**config.mk**
```make
export PLATFORM = sky130hd
export DESIGN_NAME = seven_segment_scan_with_switch_debounce_core
export DESIGN_NICKNAME = d
export VERILOG_FILES = /design/src/rtl/ssd_pkg.sv /design/src/rtl/seven_segment_scan_with_switch_debounce_core.sv
export VERILOG_INCLUDE_DIRS = /design/src /design/src/rtl
export SDC_FILE = /design/constraint.sdc
export NUM_CORES = 1
export LEC_CHECK = 0
export BUFFER_PORTS_ARGS = -buffer_cell sky130_fd_sc_hd__buf_2
export CORE_MARGIN = 5
export CORE_UTILIZATION = 53
export CTS_CLUSTER_SIZE = 25
export DETAILED_ROUTE_END_ITERATION = 10
export PLACE_DENSITY_LB_ADDON = 0.12
export SYNTH_ARGS = -nofsm -noshare
export SYNTH_HDL_FRONTEND = slang
export SYNTH_SLANG_ARGS = --single-unit
```
**constraint.sdc**
```tcl
create_clock -name i_clk -period 4.15 [get_ports i_clk]
set_clock_uncertainty 0.1 [all_clocks]
set_input_delay 1.245 -clock i_clk [delete_from_list [all_inputs] [get_ports i_clk]]
set_output_delay 1.245 -clock i_clk [all_outputs]
set_load 0.02 [all_outputs]
```
**src/rtl/seven_segment_scan_with_switch_debounce_core_defines.svh**
```systemverilog
// Assertion macros for the display scan core.
`ifndef SEVEN_SEGMENT_SCAN_WITH_SWITCH_DEBOUNCE_CORE_DEFINES_SVH
`define SEVEN_SEGMENT_SCAN_WITH_SWITCH_DEBOUNCE_CORE_DEFINES_SVH

// Same-cycle implication, disabled while reset is low.
`define SSD_ASSERT_SAME(label, clk, rst_n, ante, cons) \
    label: assert property (@(posedge clk) disable iff (!(rst_n)) (ante) |-> (cons)) \
        else $error("assertion failed");

// Next-cycle implication, disabled while reset is low.
`define SSD_ASSERT_NEXT(label, clk, rst_n, ante, cons) \
    label: assert property (@(posedge clk) disable iff (!(rst_n)) (ante) |=> (cons)) \
        else $error("assertion failed");

`endif

```
**src/rtl/ssd_pkg.sv**
```systemverilog
`default_nettype none

package ssd_pkg;

    typedef enum logic [1:0] {
        ACT_WRITE = 2'd0,
        ACT_READ  = 2'd1,
        ACT_TICK  = 2'd2
    } t_action;

    localparam int unsigned DIGITS = 4;

    localparam logic [3:0] PRESS_THRESHOLD_RST = 4'd4;
    localparam logic [5:0] RELEASE_HOLD_RST    = 6'd20;

    localparam logic [1:0] CFG_PRESS_THRESHOLD = 2'd0;
    localparam logic [1:0] CFG_RELEASE_HOLD    = 2'd1;

    localparam logic [7:0] SEG_BLANK = 8'hFF;
    localparam logic [3:0] DIG_OFF   = 4'hF;

    typedef struct packed {
        logic [7:0] read_data;
        logic       switch_signal;
        logic [7:0] segments_n;
        logic [3:0] digit_enable_n;
    } t_result;

    // Active-low segments g..a in bits 7:1 (a in bit 1), point in bit 0
    function automatic logic [7:0] seg_decode(input logic [3:0] value);
        logic [7:0] seg;
        unique case (value)
            4'h0:    seg = 8'h81;
            4'h1:    seg = 8'hF3;
            4'h2:    seg = 8'h49;
            4'h3:    seg = 8'h61;
            4'h4:    seg = 8'h33;
            4'h5:    seg = 8'h25;
            4'h6:    seg = 8'h05;
            4'h7:    seg = 8'hF1;
            4'h8:    seg = 8'h01;
            4'h9:    seg = 8'h21;
            4'hA:    seg = 8'h7F;
            default: seg = SEG_BLANK;
        endcase
        return seg;
    endfunction

endpackage

`default_nettype wire

```
**src/rtl/seven_segment_scan_with_switch_debounce_core.sv**
```systemverilog
// Four-digit multiplexed seven-segment driver with four-switch debounce.
// Input stream: tuser carries the event kind (0 bus write, 1 bus read, 2 scan
// tick), tdata carries the written byte and the switch sample. Every request
// returns exactly one result request on the output stream with the held digit
// enable, held segments, notify line and the byte a bus read would return.
// Throughput: one request per cycle while the skid register is empty, set by
// the single register stage that updates all display and debounce state.
// A two-entry output stage (result register plus skid register) lets the input
// keep taking a request while one result waits; input tready drops only when
// both entries are full, so a stalled receiver stops intake after two results.
// Configuration writes (index 0 press threshold, 1 release hold) are taken
// at any time; other indexes are ignored.
// Reset (synchronous, active low): digits and segments off, all slots blank,
// counters and flags zero, threshold 4, hold 20, output stage empty.
`default_nettype none
`include "seven_segment_scan_with_switch_debounce_core_defines.svh"

module seven_segment_scan_with_switch_debounce_core
    import ssd_pkg::*;
(
    input  wire logic        i_clk,
    input  wire logic        i_rst_n,
    input  wire logic        i_s_tvalid,
    output logic             o_s_tready,
    input  wire logic [15:0] i_s_tdata,   // data_byte[7:0], switch_raw[11:8], zero pad
    input  wire logic [1:0]  i_s_tuser,   // action[1:0]
    output logic             o_m_tvalid,
    input  wire logic        i_m_tready,
    output logic [23:0]      o_m_tdata,   // digit_enable_n[3:0], segments_n[11:4],
                                          // switch_signal[12], read_data[20:13], zero pad
    input  wire logic        i_cfg_valid,
    output logic             o_cfg_ready,
    input  wire logic [1:0]  i_cfg_index,
    input  wire logic [5:0]  i_cfg_data
);

    logic [3:0]              r_thr;
    logic [5:0]              r_hold;
    logic [DIGITS-1:0][7:0]  r_staged, n_staged;
    logic [DIGITS-1:0][7:0]  r_shown,  n_shown;
    logic [1:0]              r_scan,   n_scan;
    logic [3:0]              r_press,  n_press;
    logic [5:0]              r_rel,    n_rel;
    logic                    r_notify, n_notify;
    logic                    r_signal, n_signal;
    logic [3:0]              r_sw,     n_sw;
    logic [7:0]              r_tx,     n_tx;
    logic [3:0]              r_den,    n_den;
    logic [7:0]              r_dseg,   n_dseg;

    t_result                 r_out, r_skd, n_res;
    logic                    r_out_valid, r_skd_valid;

    logic                    in_acc;
    logic                    out_free;
    logic [7:0]              data_byte;
    logic [3:0]              switch_raw;
    logic [1:0]              slot;
    logic [7:0]              seg_val;
    logic [3:0]              cnt;
    logic [3:0]              lim;
    logic [6:0]              rel;

    assign data_byte  = i_s_tdata[7:0];
    assign switch_raw = i_s_tdata[11:8];
    assign o_s_tready = !r_skd_valid;
    assign in_acc     = i_s_tvalid && o_s_tready;
    assign out_free   = !r_out_valid || i_m_tready;
    assign o_cfg_ready = 1'b1;

    assign slot    = data_byte[5:4];
    assign seg_val = data_byte[6] ? (seg_decode(data_byte[3:0]) & 8'hFE)
                                  : seg_decode(data_byte[3:0]);
    assign cnt     = (r_press == 4'hF) ? 4'hF : r_press + 4'd1;
    assign lim     = (r_thr == 4'hF) ? 4'hF : r_thr + 4'd1;
    assign rel     = {1'b0, r_rel} + 7'd1;

    always_comb begin
        n_staged = r_staged;
        n_shown  = r_shown;
        n_scan   = r_scan;
        n_press  = r_press;
        n_rel    = r_rel;
        n_notify = r_notify;
        n_signal = r_signal;
        n_sw     = r_sw;
        n_tx     = r_tx;
        n_den    = r_den;
        n_dseg   = r_dseg;
        unique case (t_action'(i_s_tuser))
            ACT_WRITE: begin
                if (r_notify) begin
                    n_tx = {4'd0, r_sw};
                end
                n_staged[slot] = seg_val;
                if (data_byte[7]) begin
                    n_shown = n_staged;
                end
            end
            ACT_READ: begin
                if (r_notify) begin
                    n_tx = {4'd0, r_sw};
                end
                n_notify = 1'b0;
                n_signal = 1'b0;
            end
            ACT_TICK: begin
                n_den  = DIG_OFF & ~(4'd1 << r_scan);
                n_dseg = r_shown[r_scan];
                n_scan = r_scan + 2'd1;
                n_sw   = switch_raw;
                if (switch_raw != 4'd0) begin
                    n_rel = 6'd0;
                    if (cnt == r_thr) begin
                        n_notify = 1'b1;
                        n_signal = 1'b1;
                    end
                    n_press = (cnt > lim) ? lim : cnt;
                end else begin
                    if (r_press < r_thr) begin
                        n_press = 4'd0;
                    end
                    if (rel > {1'b0, r_hold}) begin
                        n_press = 4'd0;
                        n_rel   = r_hold;
                    end else begin
                        n_rel = rel[5:0];
                    end
                end
            end
            default: begin
            end
        endcase
        n_res.digit_enable_n = n_den;
        n_res.segments_n     = n_dseg;
        n_res.switch_signal  = n_signal;
        n_res.read_data      = n_tx;
    end

    always_ff @(posedge i_clk) begin
        if (!i_rst_n) begin
            r_thr    <= PRESS_THRESHOLD_RST;
            r_hold   <= RELEASE_HOLD_RST;
            r_staged <= {DIGITS{SEG_BLANK}};
            r_shown  <= {DIGITS{SEG_BLANK}};
            r_scan   <= 2'd0;
            r_press  <= 4'd0;
            r_rel    <= 6'd0;
            r_notify <= 1'b0;
            r_signal <= 1'b0;
            r_sw     <= 4'd0;
            r_tx     <= 8'd0;
            r_den    <= DIG_OFF;
            r_dseg   <= SEG_BLANK;
        end else begin
            if (i_cfg_valid) begin
                if (i_cfg_index == CFG_PRESS_THRESHOLD) begin
                    r_thr <= i_cfg_data[3:0];
                end else if (i_cfg_index == CFG_RELEASE_HOLD) begin
                    r_hold <= i_cfg_data;
                end
            end
            if (in_acc) begin
                r_staged <= n_staged;
                r_shown  <= n_shown;
                r_scan   <= n_scan;
                r_press  <= n_press;
                r_rel    <= n_rel;
                r_notify <= n_notify;
                r_signal <= n_signal;
                r_sw     <= n_sw;
                r_tx     <= n_tx;
                r_den    <= n_den;
                r_dseg   <= n_dseg;
            end
        end
    end

    // Result register with skid entry behind it
    always_ff @(posedge i_clk) begin
        if (!i_rst_n) begin
            r_out_valid <= 1'b0;
            r_skd_valid <= 1'b0;
        end else begin
            if (out_free) begin
                if (r_skd_valid) begin
                    r_out_valid <= 1'b1;
                    r_skd_valid <= 1'b0;
                end else begin
                    r_out_valid <= in_acc;
                end
            end else if (in_acc) begin
                r_skd_valid <= 1'b1;
            end
        end
    end

    always_ff @(posedge i_clk) begin
        if (out_free) begin
            r_out <= r_skd_valid ? r_skd : n_res;
        end
        if (in_acc && !out_free) begin
            r_skd <= n_res;
        end
    end

    assign o_m_tvalid = r_out_valid;
    assign o_m_tdata  = {3'd0, r_out};

    `SSD_ASSERT_SAME(a_skid_behind_out, i_clk, i_rst_n, r_skd_valid, r_out_valid)
    `SSD_ASSERT_SAME(a_notify_signal_pair, i_clk, i_rst_n, 1'b1, r_notify == r_signal)
    `SSD_ASSERT_SAME(a_digit_one_low, i_clk, i_rst_n, 1'b1,
                     (r_den == DIG_OFF) || $onehot(~r_den))
    `SSD_ASSERT_NEXT(a_read_clears, i_clk, i_rst_n,
                     in_acc && (i_s_tuser == ACT_READ), !r_notify && !r_signal)

endmodule

`default_nettype wire

```
==> results.yml <==
floorplanning:
  core_um2: 13400
  pin_count: 58
  num_rows: 42
  dieHeight_um: 127
  dieArea_um2: 16200
  die_x_um: 127
  start_util: 0.545
global_route:
  grt_pass1_vias: 5099
  grtUsageTotal: 0.188
  grt_overflow_total: 0
  antenna_found_initial: 0
  grt_max_degree: 65
  grt_pass1_wl_mm: 24.8
sta:
  period_share: 0.720
  setup-violations-final: 0
  min_period_ns: 2.99
  setup_ws_ns: 1.16
  hold_viol: 0
  max_freq_mhz: 335
  rsz0062_at_grt: "false"
  fin_tns_setup_ns: 0
  worst_pin_slew_ns: 0.763
  max_slew_margin: 0.490
  maxSlewViolCount: 0
synth:
  synth_edf_count: 42
  ys_types: 50
  synth-main-ff-cell: "dfxtp_1"
  ys_seq_elements: 156
  syn_area_um2: 7300
  seq_area_frac_synth: 0.485
  synthCells: 746
  yosys_warnings: 0
  synth_area_leaders: "dfxtp_1 (31%), edfxtp_1 (17%), nand2_1 (7.3%), o211ai_1 (5.1%), ha_1 (4.8%)"
  yosysTopAreaCellShare: 0.312
  synth_top_cell_by_area: "dfxtp_1"
  syn_avg_cell_area_um2: 9.79
  postSynth.asyncResetShare: 0
job:
  maxCapViolCount: 0
routing:
  vias_per_cell: 5.47
  drt-total-wl_mm: 14.4
  ant_nets: 0
  wl_per_cell_um: 14.9
  firstDrtPassIters: 5
  drc: 0
  vias: 5302
  first_iter_violations: 350
worst_setup_path:
  critPathArrivalTime_ns: 3.25
  r2r_start: "r_press[0]"
  crit_path_start_kind: "input port"
  r2r_slack_ns: 1.20
  worstSetupStartpoint: "i_s_tuser[0]"
  crit_type: "in -> reg"
  worstSetupEndpointType: "register"
  crit_fanout: 64
  cp.required_ns: 4.41
cts:
  cts_buffers: 17
  clk_pin_slew_ns: 0.06
  post_cts_buffers: 0
  htree_levels: 4
  clockBufferDepth: 2
  cts_tree: "built"
  cts-resized-gates: 0
  cts.sinks: 156
  worstSkewPairLatency_ns: 0.43
  clk_root_buffer_cell: "clkbuf_16"
  cts_hold_buf: 0
final_layout:
  layout_common_cells: "nand2_1 (142), dfxtp_1 (114), o211ai_1 (50), buf_2 (49), edfxtp_1 (42)"
  nNetsFinal: 839
  nFillCells: 1137
  drive_gt1_frac: 0.179
  area_growth_pct: 12.8
  final_cells: 969
  stdcell_area_um2: 8240
  ff_latch_area_um2: 3540
  multi_input_area_um2: 3440
  antenna_cells: 0
  final_common_cell: "nand2_1"
  final_util: 0.615
place:
  hpwlAfterDp_mm: 10.0
  dpl_worst_slack_ns: 0.790
  portBuffers: 49
  placement.cell_area_um2: 7640
  dpl.cell_count: 937
  gp_congestion: 0.807
pwr:
  p_leak_uw: 0.00350
  ir_drop_mv: 0.269
  powerDensity_nw_per_um2: 420
status:
  status: "finished clean"
worst_hold_path:
  hp-class: "reg -> reg"
  hp-start: "r_tx[3]"
-- state kept, by name (all words and copies together) (netlist names), 6 cells and up --
signal     flops
r_skd         21
r_dseg         8
r_hold         6
o_m_tdata     21
r_shown       32
r_rel          6
r_staged      32
r_tx           8
-- cell usage after synthesis, types with 5 or more instances --
cell      number
buf_2         18
buf_4          5
and2_1         8
clkbuf_1      23
dfxtp_1      114
mux2_2        17
and3_1         5
mux2i_1       15
edfxtp_1      42
a21oi_1       33
inv_1         25
a211oi_1      20
nor2_1        39
o22ai_1        7
ha_1          28
a31oi_1        5
o211ai_1      50
mux4_2         8
o21ai_0       33
nor2b_1       16
nand2_1      142
nand3_1       23
mux2_4        16
a21boi_0      10
xnor2_1        7
-- worst paths after layout --
kind / to / cells after the start
worst min register to register: r_tx[3] / 2
worst max-delay path: r_shown[21] / 8
worst min-delay path: r_tx[3] / 2
worst max register to register: r_press[0] / 10
-- kinds of logic after synthesis --
group | after synthesis | share of synthesized area
AOI/OAI and AO/OA | 170 | 0.152
xor gates and xnor gates | 9 | 0.0108
adders and majority gates | 28 | 0.0480
buffers and inverters | 74 | 0.0449
DFF | 156 | 0.485
muxes | 56 | 0.104
other | 2 | 0.00103
and+or+nand+nor | 251 | 0.154
-- through the flow --
step                      power [uW]  hold slack [ns]
after floorplan                 1870            0.332
after global placement          1930            0.342
after detailed placement        1950            0.354
after CTS                       3490            0.364
after global routing            3600            0.390
final                           3460            0.362
-- worst max-delay path, stage by stage --
cell and delay (ns):
buf_2 0.11, inv_1 0.07, ha_1 0.16, and2_0 0.49
nand2_4 0.47, a211oi_1 0.52, a21oi_1 0.07, nand2_1 0.08
-- routing by layer --
metal  part of all wire  global-route usage
met1               0.48               0.255
met2               0.47               0.298
met3              0.039              0.0455
met4             0.0096              0.0606
met5                  0                   0
-- layout make-up --
class,instances,area share
Clock inverter,14,0.0197
Clock buffer,18,0.0533
Timing Repair Buffer,62,0.0416
Multi-Input combinational cell,518,0.417
Tap cell,176,0.0267
Sequential cell,156,0.430
Inverter,25,0.0114
-- power breakdown --
group | internal [uW] | switching, uW | leakage (uW)
clock network | 912 | 639 | 0.000281
registers | 1610 | 26.8 | 0.00132
logic | 105 | 169 | 0.00191
(Power assumes the default switching activity.)
